### config.mk
export PLATFORM = sky130hd
export DESIGN_NAME = delimited_command_frame_parser_core
export DESIGN_NICKNAME = d
export VERILOG_FILES = /design/src/hw/rtl/dcfp_pkg.sv /design/src/hw/rtl/delimited_command_frame_parser_core.sv /design/src/hw/rtl/dcfp_front.sv /design/src/hw/rtl/dcfp_queue.sv /design/src/hw/rtl/dcfp_back.sv
export SDC_FILE = /design/constraint.sdc
export NUM_CORES = 1
export LEC_CHECK = 0
export BUFFER_PORTS_ARGS = -buffer_cell sky130_fd_sc_hd__buf_2
export CAP_MARGIN = 25
export CORE_MARGIN = 2
export CORE_UTILIZATION = 35
export CTS_CLUSTER_SIZE = 25
export DETAILED_ROUTE_END_ITERATION = 8
export SYNTH_ARGS = -nofsm -noshare
export SYNTH_HDL_FRONTEND = slang
export SYNTH_SLANG_ARGS = --single-unit
export TNS_END_PERCENT = 1
### constraint.sdc
create_clock -name i_clk -period 9.6 [get_ports i_clk]
set_input_delay 0.96 -clock i_clk [delete_from_list [all_inputs] [get_ports i_clk]]
set_output_delay 0.96 -clock i_clk [all_outputs]
set_load 0.05 [all_outputs]
### src/hw/rtl/dcfp_pkg.sv
// ============================================================================
// dcfp_pkg - shared types and constants of the command frame parser
// Frame layout constants, decode helper and the record that travels from
// the classifier through the queue to the output stage.
// ============================================================================
`default_nettype none

package dcfp_pkg;

    // frame geometry
    localparam int unsigned MAX_FRAME   = 1024;
    localparam int unsigned LEN_W       = 11;
    localparam int unsigned HDR_FIELDS  = 5;
    localparam int unsigned HDR_FIRST   = 1;
    localparam int unsigned HDR_LAST    = 5;
    localparam int unsigned KEPT_SUBS   = 3;
    localparam int unsigned SUB_SLOTS   = 3;
    localparam int unsigned SUB_IDX_W   = $clog2(SUB_SLOTS);

    // queue between front and back
    localparam int unsigned QUEUE_DEPTH = 4;
    localparam int unsigned QPTR_W      = $clog2(QUEUE_DEPTH);
    localparam int unsigned QCNT_W      = $clog2(QUEUE_DEPTH + 1);

    // byte constants
    localparam logic [7:0] DECODE_BIAS = 8'h04;
    localparam logic [7:0] TOP_MASK    = 8'hC0;
    localparam logic [7:0] CMD_MASK    = 8'h3F;
    localparam logic [7:0] TOP_SEND    = 8'h80;
    localparam logic [7:0] TOP_TREAT   = 8'hC0;

    // check mode codes
    localparam logic [1:0] MODE_EASY  = 2'd0;
    localparam logic [1:0] MODE_SEND  = 2'd1;
    localparam logic [1:0] MODE_TREAT = 2'd2;

    // result kinds
    localparam logic KIND_PAYLOAD = 1'b0;
    localparam logic KIND_SUMMARY = 1'b1;

    // configuration register indexes and reset values
    localparam logic       CFG_START   = 1'b0;
    localparam logic       CFG_END     = 1'b1;
    localparam logic [7:0] START_RESET = 8'd2;
    localparam logic [7:0] END_RESET   = 8'd3;

    typedef logic [7:0] t_byte;

    // record pushed by the front: raw frame state, formatted by the back
    typedef struct packed {
        logic                       kind;
        t_byte                      data;
        logic [LEN_W-1:0]           length;
        t_byte                      subs_seen;
        logic [1:0]                 mode;
        logic [HDR_FIELDS-1:0][7:0] hdr;
        logic [SUB_SLOTS-1:0][7:0]  subs;
    } t_rec;

    // fully formatted result
    typedef struct packed {
        logic       kind;
        t_byte      payload_byte;
        logic       frame_ok;
        logic [5:0] main_command;
        logic [1:0] check_mode;
        t_byte      message_id;
        t_byte      sender_id;
        t_byte      target_id;
        t_byte      sub_count;
        t_byte      sub_first;
        t_byte      sub_second;
        t_byte      sub_third;
    } t_res;

    // value minus bias, floored at zero
    function automatic t_byte decode_byte(input t_byte b);
        decode_byte = (b < DECODE_BIAS) ? 8'd0 : t_byte'(b - DECODE_BIAS);
    endfunction

endpackage

`default_nettype wire

### src/hw/rtl/delimited_command_frame_parser_core.sv
// ============================================================================
// delimited_command_frame_parser_core - delimited command frame parser
// Each result beat is registered first in the result queue, then in the output register.
// Throughput: one byte per cycle; input stalls only when the 4-entry result
//   queue is full, i.e. when the receiver has held off for several beats.
// Reset (synchronous, active low): delimiters return to 2 and 3, frame state
//   clears, queue empties and output valid clears; no clearing pass.
// ============================================================================
`default_nettype none

module delimited_command_frame_parser_core (
    input  wire logic       i_clk,
    input  wire logic       i_rst_n,
    // configuration: index 0 start delimiter, index 1 end delimiter
    input  wire logic       i_cfg_we,
    input  wire logic       i_cfg_idx,
    input  wire logic [7:0] i_cfg_data,
    // byte input
    input  wire logic       i_valid,
    output logic            o_stall,
    input  wire logic [7:0] i_in_byte,
    // result output
    output logic            o_valid,
    input  wire logic       i_stall,
    output logic            o_kind,
    output logic [7:0]      o_payload_byte,
    output logic            o_frame_ok,
    output logic [5:0]      o_main_command,
    output logic [1:0]      o_check_mode,
    output logic [7:0]      o_message_id,
    output logic [7:0]      o_sender_id,
    output logic [7:0]      o_target_id,
    output logic [7:0]      o_sub_count,
    output logic [7:0]      o_sub_first,
    output logic [7:0]      o_sub_second,
    output logic [7:0]      o_sub_third
);

    // front -> queue
    logic            push;
    dcfp_pkg::t_rec  push_rec;
    logic            in_accept;
    logic            q_full;

    // queue -> back
    logic            q_valid;
    dcfp_pkg::t_rec  q_rec;
    logic            q_pop;

    dcfp_pkg::t_res  res;

    // The front can push at most one record per accepted byte, so holding
    // input whenever the queue is full is enough to never overflow it.
    assign o_stall   = q_full;
    assign in_accept = i_valid && !q_full;

    dcfp_front u_front (
        .i_clk      (i_clk),
        .i_rst_n    (i_rst_n),
        .i_cfg_we   (i_cfg_we),
        .i_cfg_idx  (i_cfg_idx),
        .i_cfg_data (i_cfg_data),
        .i_accept   (in_accept),
        .i_byte     (i_in_byte),
        .o_push     (push),
        .o_rec      (push_rec)
    );

    // decouples classification from the output handshake
    dcfp_queue u_queue (
        .i_clk   (i_clk),
        .i_rst_n (i_rst_n),
        .i_push  (push),
        .i_rec   (push_rec),
        .i_pop   (q_pop),
        .o_valid (q_valid),
        .o_rec   (q_rec),
        .o_full  (q_full)
    );

    // formats summaries and registers the outgoing beat
    dcfp_back u_back (
        .i_clk   (i_clk),
        .i_rst_n (i_rst_n),
        .i_valid (q_valid),
        .i_rec   (q_rec),
        .o_pop   (q_pop),
        .i_stall (i_stall),
        .o_valid (o_valid),
        .o_res   (res)
    );

    assign o_kind         = res.kind;
    assign o_payload_byte = res.payload_byte;
    assign o_frame_ok     = res.frame_ok;
    assign o_main_command = res.main_command;
    assign o_check_mode   = res.check_mode;
    assign o_message_id   = res.message_id;
    assign o_sender_id    = res.sender_id;
    assign o_target_id    = res.target_id;
    assign o_sub_count    = res.sub_count;
    assign o_sub_first    = res.sub_first;
    assign o_sub_second   = res.sub_second;
    assign o_sub_third    = res.sub_third;

endmodule

`default_nettype wire

### src/hw/rtl/dcfp_front.sv
// ============================================================================
// dcfp_front - byte classifier and frame state
// Tracks delimiters, header, sub-commands and payload stop; pushes one
// record per payload byte or frame end.
// ============================================================================
`default_nettype none

module dcfp_front (
    input  wire logic                 i_clk,
    input  wire logic                 i_rst_n,
    input  wire logic                 i_cfg_we,
    input  wire logic                 i_cfg_idx,
    input  wire logic [7:0]           i_cfg_data,
    input  wire logic                 i_accept,
    input  wire logic [7:0]           i_byte,
    output logic                      o_push,
    output dcfp_pkg::t_rec            o_rec
);

    logic [7:0]                                    r_start, r_end;
    logic                                          r_inside, n_inside;
    logic [dcfp_pkg::LEN_W-1:0]                    r_len, n_len, len_inc;
    logic [dcfp_pkg::HDR_FIELDS-1:0][7:0]          r_hdr, n_hdr;
    logic [dcfp_pkg::SUB_SLOTS-1:0][7:0]           r_subs, n_subs;
    logic [7:0]                                    r_subs_seen, n_subs_seen;
    logic                                          r_stopped, n_stopped;
    logic [1:0]                                    r_mode, n_mode;
    logic [7:0]                                    top;

    assign len_inc = (r_len < dcfp_pkg::LEN_W'(dcfp_pkg::MAX_FRAME))
                   ? r_len + dcfp_pkg::LEN_W'(1) : r_len;
    assign top     = i_byte & dcfp_pkg::TOP_MASK;

    always_comb begin
        n_inside    = r_inside;
        n_len       = r_len;
        n_hdr       = r_hdr;
        n_subs      = r_subs;
        n_subs_seen = r_subs_seen;
        n_stopped   = r_stopped;
        n_mode      = r_mode;
        o_push      = 1'b0;
        o_rec       = '0;

        if (i_accept) begin
            if (!r_inside) begin
                if (i_byte == r_start) begin
                    n_hdr       = '0;
                    n_subs      = '0;
                    n_subs_seen = '0;
                    n_stopped   = 1'b0;
                    n_mode      = dcfp_pkg::MODE_EASY;
                    if (i_byte == r_end) begin
                        // opener also closes: empty, bad frame
                        o_push       = 1'b1;
                        o_rec.kind   = dcfp_pkg::KIND_SUMMARY;
                        o_rec.length = dcfp_pkg::LEN_W'(1);
                        n_inside     = 1'b0;
                        n_len        = '0;
                    end else begin
                        n_inside = 1'b1;
                        n_len    = dcfp_pkg::LEN_W'(1);
                    end
                end
            end else if (i_byte == r_end) begin
                o_push          = 1'b1;
                o_rec.kind      = dcfp_pkg::KIND_SUMMARY;
                o_rec.length    = len_inc;
                o_rec.subs_seen = r_subs_seen;
                o_rec.mode      = r_mode;
                o_rec.hdr       = r_hdr;
                o_rec.subs      = r_subs;
                n_inside        = 1'b0;
                n_len           = '0;
                n_hdr           = '0;
                n_subs          = '0;
                n_subs_seen     = '0;
                n_stopped       = 1'b0;
                n_mode          = dcfp_pkg::MODE_EASY;
            end else begin
                if (r_len == dcfp_pkg::LEN_W'(dcfp_pkg::HDR_FIRST)) begin
                    if (top == dcfp_pkg::TOP_SEND) begin
                        n_mode = dcfp_pkg::MODE_SEND;
                    end else if (top == dcfp_pkg::TOP_TREAT) begin
                        n_mode = dcfp_pkg::MODE_TREAT;
                    end else begin
                        n_mode = dcfp_pkg::MODE_EASY;
                    end
                    n_hdr[0] = dcfp_pkg::decode_byte(i_byte & dcfp_pkg::CMD_MASK);
                end else if (r_len > dcfp_pkg::LEN_W'(dcfp_pkg::HDR_FIRST) &&
                             r_len <= dcfp_pkg::LEN_W'(dcfp_pkg::HDR_LAST)) begin
                    for (int i = 1; i < dcfp_pkg::HDR_FIELDS; i++) begin
                        if (r_len == dcfp_pkg::LEN_W'(i + dcfp_pkg::HDR_FIRST)) begin
                            n_hdr[i] = dcfp_pkg::decode_byte(i_byte);
                        end
                    end
                end else if (r_subs_seen < r_hdr[dcfp_pkg::HDR_FIELDS-1]) begin
                    if (r_subs_seen < 8'(dcfp_pkg::KEPT_SUBS)) begin
                        n_subs[r_subs_seen[dcfp_pkg::SUB_IDX_W-1:0]] =
                            dcfp_pkg::decode_byte(i_byte);
                    end
                    n_subs_seen = r_subs_seen + 8'd1;
                end else if (!r_stopped) begin
                    if (i_byte == 8'd0) begin
                        n_stopped = 1'b1;
                    end else begin
                        o_push     = 1'b1;
                        o_rec.kind = dcfp_pkg::KIND_PAYLOAD;
                        o_rec.data = i_byte;
                    end
                end
                n_len = len_inc;
            end
        end
    end

    always_ff @(posedge i_clk) begin
        if (!i_rst_n) begin
            r_start     <= dcfp_pkg::START_RESET;
            r_end       <= dcfp_pkg::END_RESET;
            r_inside    <= 1'b0;
            r_len       <= '0;
            r_hdr       <= '0;
            r_subs      <= '0;
            r_subs_seen <= '0;
            r_stopped   <= 1'b0;
            r_mode      <= dcfp_pkg::MODE_EASY;
        end else begin
            if (i_cfg_we) begin
                case (i_cfg_idx)
                    dcfp_pkg::CFG_START: r_start <= i_cfg_data;
                    dcfp_pkg::CFG_END:   r_end   <= i_cfg_data;
                    default: ;
                endcase
            end
            r_inside    <= n_inside;
            r_len       <= n_len;
            r_hdr       <= n_hdr;
            r_subs      <= n_subs;
            r_subs_seen <= n_subs_seen;
            r_stopped   <= n_stopped;
            r_mode      <= n_mode;
        end
    end

    a_len_in_range: assert property (@(posedge i_clk) disable iff (!i_rst_n)
        r_len <= dcfp_pkg::LEN_W'(dcfp_pkg::MAX_FRAME))
        else $error("frame length past saturation");
    a_idle_clear: assert property (@(posedge i_clk) disable iff (!i_rst_n)
        !r_inside |-> (r_len == '0 && r_subs_seen == '0 && !r_stopped))
        else $error("frame state left over outside a frame");
    a_subs_bound: assert property (@(posedge i_clk) disable iff (!i_rst_n)
        r_subs_seen <= r_hdr[dcfp_pkg::HDR_FIELDS-1])
        else $error("more sub-commands counted than announced");

endmodule

`default_nettype wire

### src/hw/rtl/dcfp_queue.sv
// ============================================================================
// dcfp_queue - short record queue between classifier and output stage
// Register-based circular buffer; head is read in place.
// ============================================================================
`default_nettype none

module dcfp_queue (
    input  wire logic           i_clk,
    input  wire logic           i_rst_n,
    input  wire logic           i_push,
    input  dcfp_pkg::t_rec      i_rec,
    input  wire logic           i_pop,
    output logic                o_valid,
    output dcfp_pkg::t_rec      o_rec,
    output logic                o_full
);

    dcfp_pkg::t_rec                r_mem [dcfp_pkg::QUEUE_DEPTH];
    logic [dcfp_pkg::QPTR_W-1:0]   r_wr_ptr, r_rd_ptr;
    logic [dcfp_pkg::QCNT_W-1:0]   r_count;

    assign o_valid = (r_count != '0);
    assign o_full  = (r_count == dcfp_pkg::QCNT_W'(dcfp_pkg::QUEUE_DEPTH));
    assign o_rec   = r_mem[r_rd_ptr];

    always_ff @(posedge i_clk) begin
        if (i_push) begin
            r_mem[r_wr_ptr] <= i_rec;
        end
    end

    always_ff @(posedge i_clk) begin
        if (!i_rst_n) begin
            r_wr_ptr <= '0;
            r_rd_ptr <= '0;
            r_count  <= '0;
        end else begin
            if (i_push) begin
                r_wr_ptr <= r_wr_ptr + dcfp_pkg::QPTR_W'(1);
            end
            if (i_pop) begin
                r_rd_ptr <= r_rd_ptr + dcfp_pkg::QPTR_W'(1);
            end
            case ({i_push, i_pop})
                2'b10:   r_count <= r_count + dcfp_pkg::QCNT_W'(1);
                2'b01:   r_count <= r_count - dcfp_pkg::QCNT_W'(1);
                default: r_count <= r_count;
            endcase
        end
    end

    a_no_overflow: assert property (@(posedge i_clk) disable iff (!i_rst_n)
        i_push |-> (!o_full || i_pop))
        else $error("push into full queue");
    a_no_underflow: assert property (@(posedge i_clk) disable iff (!i_rst_n)
        i_pop |-> o_valid)
        else $error("pop from empty queue");

endmodule

`default_nettype wire

### src/hw/rtl/dcfp_back.sv
// ============================================================================
// dcfp_back - result formatting and output register
// Computes the frame verdict, zeroes unused fields, holds the beat until
// the receiver takes it.
// ============================================================================
`default_nettype none

module dcfp_back (
    input  wire logic           i_clk,
    input  wire logic           i_rst_n,
    input  wire logic           i_valid,
    input  dcfp_pkg::t_rec      i_rec,
    output logic                o_pop,
    input  wire logic           i_stall,
    output logic                o_valid,
    output dcfp_pkg::t_res      o_res
);

    logic                        r_valid;
    dcfp_pkg::t_res              r_res, n_res;
    logic [dcfp_pkg::LEN_W-1:0]  need_len;
    logic [7:0]                  hdr_subs;

    assign hdr_subs = i_rec.hdr[dcfp_pkg::HDR_FIELDS-1];
    assign need_len = dcfp_pkg::LEN_W'(dcfp_pkg::HDR_LAST + 1)
                    + dcfp_pkg::LEN_W'(hdr_subs);
    assign o_pop    = i_valid && (!r_valid || !i_stall);

    always_comb begin
        n_res = '0;
        if (i_rec.kind == dcfp_pkg::KIND_PAYLOAD) begin
            n_res.kind         = dcfp_pkg::KIND_PAYLOAD;
            n_res.payload_byte = i_rec.data;
        end else begin
            n_res.kind         = dcfp_pkg::KIND_SUMMARY;
            n_res.frame_ok     = (i_rec.length >= need_len) &&
                                 (i_rec.subs_seen >= hdr_subs) &&
                                 (i_rec.length < dcfp_pkg::LEN_W'(dcfp_pkg::MAX_FRAME));
            n_res.main_command = i_rec.hdr[0][5:0];
            n_res.check_mode   = i_rec.mode;
            n_res.message_id   = i_rec.hdr[1];
            n_res.sender_id    = i_rec.hdr[2];
            n_res.target_id    = i_rec.hdr[3];
            n_res.sub_count    = i_rec.hdr[4];
            n_res.sub_first    = i_rec.subs[0];
            n_res.sub_second   = i_rec.subs[1];
            n_res.sub_third    = i_rec.subs[2];
        end
    end

    always_ff @(posedge i_clk) begin
        if (!i_rst_n) begin
            r_valid <= 1'b0;
        end else if (o_pop) begin
            r_valid <= 1'b1;
        end else if (!i_stall) begin
            r_valid <= 1'b0;
        end
    end

    always_ff @(posedge i_clk) begin
        if (o_pop) begin
            r_res <= n_res;
        end
    end

    assign o_valid = r_valid;
    assign o_res   = r_res;

    a_payload_nonzero: assert property (@(posedge i_clk) disable iff (!i_rst_n)
        (r_valid && r_res.kind == dcfp_pkg::KIND_PAYLOAD) |-> (r_res.payload_byte != 8'd0))
        else $error("zero byte emitted as payload");

endmodule

`default_nettype wire
Word level (Yosys, flattened, before mapping)
Memories as Yosys holds them, arrays and structs flattened. A register that Yosys moved wholly into a read port is not among the register bits.
Cells that the tools add are included.
{"block": "op_classes", "addsub": 9, "order_cmp": 12, "eq_ne": 24, "mux": 83, "n_bitwise": 1, "reduce_logical": 25}
{"cell": "$mux 24", "n": 7}
{"cell": "$mux 8", "n": 17}
{"cell": "$mux 40", "n": 3}
{"cell": "$mux 94", "n": 1}
{"cell": "$mux 85", "n": 1}
{"cell": "$mux 74", "n": 1}
{"cell": "$mux 11", "n": 6}
{"cell": "$mux 32", "n": 2}
{"cell": "$mux 9", "n": 4}
{"cell": "$ne 3x3->1 const B", "n": 11}
{"cell": "$mux 1", "n": 30}
{"cell": "$reduce_and 5->1", "n": 6}
{"cell": "$bwmux 24", "n": 1}
{"cell": "$eq 11x2->1 const B", "n": 2}
{"cell": "$eq 11x3->1 const B", "n": 2}
{"cell": "$lt 11x11->1 const B", "n": 2}
{"cell": "$demux 8 s2", "n": 1}
{"cell": "$eq 8x8->1", "n": 2}
{"cell": "$mux 2", "n": 8}
{"cell": "$add 11x1->11 const B", "n": 1}
{"cell": "$eq 11x1->1 const B", "n": 1}
{"cell": "$ge 11x11->1", "n": 1}
{"cell": "$gt 11x1->1 const B", "n": 1}
{"cell": "$le 11x3->1 const B", "n": 1}
{"cell": "29 further kinds", "n": 42}
{"block": "word_totals", "reg_bits": 185, "ram_bits": 376, "out_inout_bits": 76, "elab_cells": 186, "n_memories": 1}
{"memory": "u_queue.r_mem", "depth": 4, "word_bits": 94, "read_ports": 1, "rd_ports_with_merged_regs": 1, "write_ports": 1, "line_no": "dcfp_queue.sv:18", "source": "dcfp_pkg::t_rec r_mem [dcfp_pkg::QUEUE_DEPTH];"}

Logic depth before layout (Yosys ltp)
{"block": "logic_depth", "ltp_word": 11, "mapped_depth": 14, "mapped_depth_nobuf": 14}

Hierarchy
Synthesis repeated with hierarchy kept, for this count alone.
{"block": "unflattened", "hier_cells": 1415, "area_unflattened_um2": 22770.6}
{"module": "dcfp_queue", "instances": 1, "cells_per_inst": 533, "area_per_inst_um2": 14071.0}
{"module": "dcfp_front", "instances": 1, "cells_per_inst": 660, "area_per_inst_um2": 5449.0}
{"module": "dcfp_back", "instances": 1, "cells_per_inst": 221, "area_per_inst_um2": 3236.9}
{"module": "delimited_command_frame_parser_core", "instances": 1, "cells_per_inst": 1, "area_per_inst_um2": 13.8}

Worst setup path before layout
Ideal clock, no wire load.
{"block": "synth_path", "path_kind": "input -> register", "startpoint": "input i_stall", "endpoint": "register u_queue.r_count[2] in the netlist's numbering", "setup_ns": 0.070, "arrival_ns": 6.425, "t_required_ns": 9.530, "path_slack_ns": 3.105, "stages": 7, "n_path_buf": 0, "cell_sequence": "a21oi_1 ha_1 inv_1 fa_1 xor2_1 or3_1 a21oi_1"}
{"block": "synth_via", "elab_chain_len": 5, "word_cells_on_any_way": 7}
{"item": "start: declaration", "line_no": "delimited_command_frame_parser_core.sv:24", "source": "input wire logic i_stall,"}
{"item": "$logic_not 1->1 (*)", "line_no": "dcfp_back.sv:27", "source": "assign o_pop = i_valid && (!r_valid || !i_stall);"}
{"item": "$logic_or 1x1->1 (*)", "line_no": "dcfp_back.sv:27"}
{"item": "$logic_and 1x1->1 (*)", "line_no": "dcfp_back.sv:27"}
{"item": "$eq 2x1->1 / $eq 2x2->1 (equally long branches)", "line_no": "dcfp_queue.sv:44", "source": "case ({i_push, i_pop})"}
{"item": "$pmux 3 s2 / $reduce_bool 2->1 (equally long branches)"}
{"item": "end signal: assignment", "line_no": "dcfp_queue.sv:45", "source": "2'b10: r_count <= r_count + dcfp_pkg::QCNT_W'(1);"}
{"item": "end signal: assignment", "line_no": "dcfp_queue.sv:46", "source": "2'b01: r_count <= r_count - dcfp_pkg::QCNT_W'(1);"}
{"item": "end signal: assignment", "line_no": "dcfp_queue.sv:47", "source": "default: r_count <= r_count;"}
{"item": "end: declaration", "line_no": "dcfp_queue.sv:20", "source": "logic [dcfp_pkg::QCNT_W-1:0] r_count;"}
Mark *: on every way between the ends. The rest lies on a longest branch, timed or not.
A chain may end at the register's enable or synchronous reset.

Worst setup path after layout
{"block": "layout_path", "startpoint": "input i_in_byte[6]", "endpoint": "memory u_queue.r_mem[2][10] in the netlist's numbering (enable)"}
{"block": "layout_via", "elab_chain_len": 11, "word_cells_on_any_way": 15}
{"item": "start: declaration", "line_no": "delimited_command_frame_parser_core.sv:21", "source": "input wire logic [7:0] i_in_byte,"}
{"item": "$logic_not 8->1", "line_no": "dcfp_front.sv:104", "source": "if (i_byte == 8'd0) begin"}
{"item": "$mux 1", "line_no": "dcfp_front.sv:104"}
{"item": "$mux 1", "line_no": "dcfp_front.sv:103", "source": "end else if (!r_stopped) begin"}
{"item": "$mux 1", "line_no": "dcfp_front.sv:97", "source": "end else if (r_subs_seen < r_hdr[dcfp_pkg::HDR_FIELDS-1]) begin"}
{"item": "$mux 1", "line_no": "dcfp_front.sv:90", "source": "end else if (r_len > dcfp_pkg::LEN_W'(dcfp_pkg::HDR_FIRST) &&"}
{"item": "$mux 1", "line_no": "dcfp_front.sv:81", "source": "if (r_len == dcfp_pkg::LEN_W'(dcfp_pkg::HDR_FIRST)) begin"}
{"item": "$mux 1", "line_no": "dcfp_front.sv:65", "source": "end else if (i_byte == r_end) begin"}
{"item": "$mux 1 (*)", "line_no": "dcfp_front.sv:46", "source": "if (!r_inside) begin"}
{"item": "$mux 1 (*)", "line_no": "dcfp_front.sv:45", "source": "if (i_accept) begin"}
{"item": "$mux 1 (*)", "line_no": "dcfp_queue.sv:27", "source": "if (i_push) begin"}
{"item": "$mux 1 (implied by the code) (*)", "line_no": "dcfp_queue.sv:28", "source": "r_mem[r_wr_ptr] <= i_rec;"}
{"item": "end: declaration", "line_no": "dcfp_queue.sv:18"}
Marks and branches as above.

==> metrics.md <==
| Metric | Value |
|---|---|
| Status | completed |
| Critical path's slowest cell | buf_4 |
| Clk_lat worst skew | 600 ps |
| Setup TNS | 0 ps |
| Detailed-route via count | 12100 |
| Synth-to-layout area growth | 15.3% |
| Core area | 0.0631 mm^2 |
| Iter 0 DRT Violations | 971 |
| Sw power | 1920 uW |
| Number of enable flip-flop cells after synthesis | 442 |
| RSZ-0062 raised after global routing | no |
| Placer Congestion | 0.826 |
| Clock Path Buffers | 3 |
| Global-route wire length before repair | 73900 um |
| Post-DP HPWL | 30000 um |
| Die width | 257 um |
| #FFs+latches synth | 553 |
| Sw frac | 0.297 |
| Clock sink count | 553 |
| Mapped cell area | 0.0223 mm^2 |
| Diode count | 0 |
| Synth Warn # | 0 |
| Synth area leaders | edfxtp_1 59%, dfxtp_1 10%, mux4_2 9.2%, and2_1 4.1%, ha_1 2.2% |
| Hold Buf Count CTS | 0 |
| Pre-CTS WS | 4710 ps |
| Clock-pin slew on the worst setup and hold paths | 60 ps |
| MaxCap Viol Count | 0 |
| Layout cell share with drive strength beyond 1 | 0.204 |
| Crit Path Category | primary input to register |
| Syn nets | 1479 |
| Pin count of the biggest net entering global routing | 56 |
| CP Max Fanout | 53 |
| Mean area per synthesized cell | 15.8 um^2 |
| # IOs | 98 |
| Post-CTS Repair Setup Buffers | 0 |
| Detailed Routing Iterations Pass 1 | 5 |
| Synth Instances | 1416 |
| DIE AREA | 0.0658 mm^2 |
| Clk pwr share | 0.353 |
| FP Rows | 92 |
| Cell family with most CP delay | compound AO/OA/AOI/OAI gates |
| CTS buffer count | 56 |
| Min Clock Period, post-route | 4280 ps |
| Clk root buf | clkbuf_16 |
| Hold WS | 464 ps |
| Skew final | 23.5 ps |
| H-tree depth | 2 |
| Worst Tran Pin Value | 1030 ps |
| DRC violations left | 0 |
| Synth async-reset ratio | 0 |
| IO buf count | 97 |
| Register area share after synthesis | 0.694 |
| Max Fclk | 234 MHz |
| Vias in the first global route | 12500 |
| Internal power | 4550 uW |
| Initial antenna violation count | 2 |
| Rel. slew slack | 0.311 |
| Final Cycle Share | 0.446 |
| Drt wl/cell | 19.9 um |
| CP cell instances | buf_2, xor2_1, nor4_2, a21bo_1, a41o_1, o211a_2, and2_4, buf_4 |
| Resize count post-CTS | 0 |
| Post-Route WL | 48100 um |
| Fin. Hold Viols | 0 |
| GRT overflow | 0 |
| Peak supply drop | 0.159 mV |
| Yosys top cell area share | 0.594 |
| PwrDens | 252 mW/mm^2 |
| Critical Path Max Stage Delay | 800 ps |
| CP startpoint kind | primary input |
| Top_reg_cell synth | edfxtp_1 |
| Worst Path Buf+Inv | 2 |
| TritonCTS clock tree | done |
| Leak | 0.00875 uW |
| Cell taking the most area after synthesis | edfxtp_1 |
| Max Slew Vio Count | 0 |
| Combinational cell fraction of total power | 0.201 |
| Final setup margin | 5320 ps |
| Via density | 4.99 |
| Antenna viol nets, final | 0 |
| Synth unique cells | 58 |
| Seq pwr share | 0.446 |
| Worst min path class | register to register |
| Initial core utilization | 0.354 |
| Crit path DAT | 4500 ps |
| Final net count | 1586 |
| Crit path capture type | register |
| Total Routing Usage GR | 0.146 |
| Setup violators final | 0 |
| Die Y | 257 um |
| Critical Path RT | 9820 ps |
## registers in the layout (all words and copies together) (netlist names), named ones only
name / cells
u_back.o_res: 74
u_back.o_valid: 1
u_front.r_end: 8
u_front.r_hdr: 38
u_front.r_inside: 1
u_front.r_len: 11
u_front.r_mode: 2
u_front.r_start: 8
u_front.r_stopped: 1
u_front.r_subs: 24
u_front.r_subs_seen: 8
u_queue.r_count: 3
u_queue.r_mem: 368
u_queue.r_rd_ptr: 2
u_queue.r_wr_ptr: 2
## cell usage after synthesis, drive strengths merged (34+ instances only)
library cell	n
a21oi	43
clkbuf	41
nor2	85
dfxtp	111
inv	34
ha	40
mux2i	34
edfxtp	442
and2	146
nand2	82
mux4	91
## path summary, 6_finish.rpt
check | from | endpoint | slack [ps] | depth (start not counted)
max | i_in_byte[6] | u_queue.r_mem[2][10] | 5320 | 8
min | u_front.r_hdr[3] | u_front.r_hdr[3] | 460 | 2
max reg2reg | u_front.r_end[3] | u_queue.r_mem[2][10] | 5470 | 7
min reg2reg | u_front.r_hdr[3] | u_front.r_hdr[3] | 460 | 2
## cell type report
class                           instances  area, um^2
Clock buffer                           77        1560
Tap cell                              846        1060
Timing Repair Buffer                  115         637
Multi-Input combinational cell        763        6460
Sequential cell                       553       15500
Clock inverter                         28         395
Inverter                               34         128
Fill cell                            5813       37300
## power by group through the flow
| stage | Sequential, uW | Combinational, uW | Clock, uW |
|---|---|---|---|
| after floorplan | 3450 | 500 | 0 |
| after global placement | 2950 | 1300 | 0 |
| after detailed placement | 2950 | 1330 | 0 |
| after CTS | 2900 | 1330 | 2340 |
| after global routing | 2910 | 1390 | 2430 |
| final | 2880 | 1300 | 2290 |
## layer usage
metal | global-route usage | up-vias | share of wire
li1 | - | 5563 | -
met3 | 0.0223 | 64 | 0.045
met5 | 0 | - | 0
met1 | 0.193 | 6125 | 0.44
met2 | 0.248 | 315 | 0.49
met4 | 0.0425 | 0 | 0.021
## metrics by stage
| stage | utilization | std cells | total power, uW | instance area [um^2] |
|---|---|---|---|---|
| detailed placement | 0.377 | 2311 | 4280 | 23800 |
| global route | 0.408 | 2416 | 6730 | 25700 |
| floorplan | - | 1416 | 3950 | 22300 |
| CTS | 0.408 | 2416 | 6570 | 25700 |
| global placement | 0.377 | 2309 | 4250 | 23800 |
| finish | 0.408 | 2416 | 6470 | 25700 |
## cell usage in the layout (no fill, tap or decap), types with 34 or more instances in the layout
master     instances
a21oi_1           41
mux2i_1           34
buf_2             97
edfxtp_1         442
and2_1           142
nand2_1           82
clkbuf_16         57
nor2_1            83
ha_1              40
dfxtp_1          109
mux4_2            91
## tightest hold or removal path, delay by kind of cell, from the launching register on
family	cells	cell delay (ps)
flip-flops	1	300
AND/OR/NAND/NOR	1	60
AO/OA/AOI/OAI	1	50
## cell families after synthesis
kind of cell             share of synthesized area
buffers and inverters                       0.0185
AO/OA/AOI/OAI                               0.0419
XOR/XNOR                                    0.0165
flip-flops                                   0.694
AND/OR/NAND/NOR                             0.0985
adder cells (fa/ha/maj)                     0.0233
multiplexers                                 0.108
(Power assumes the default switching activity.)
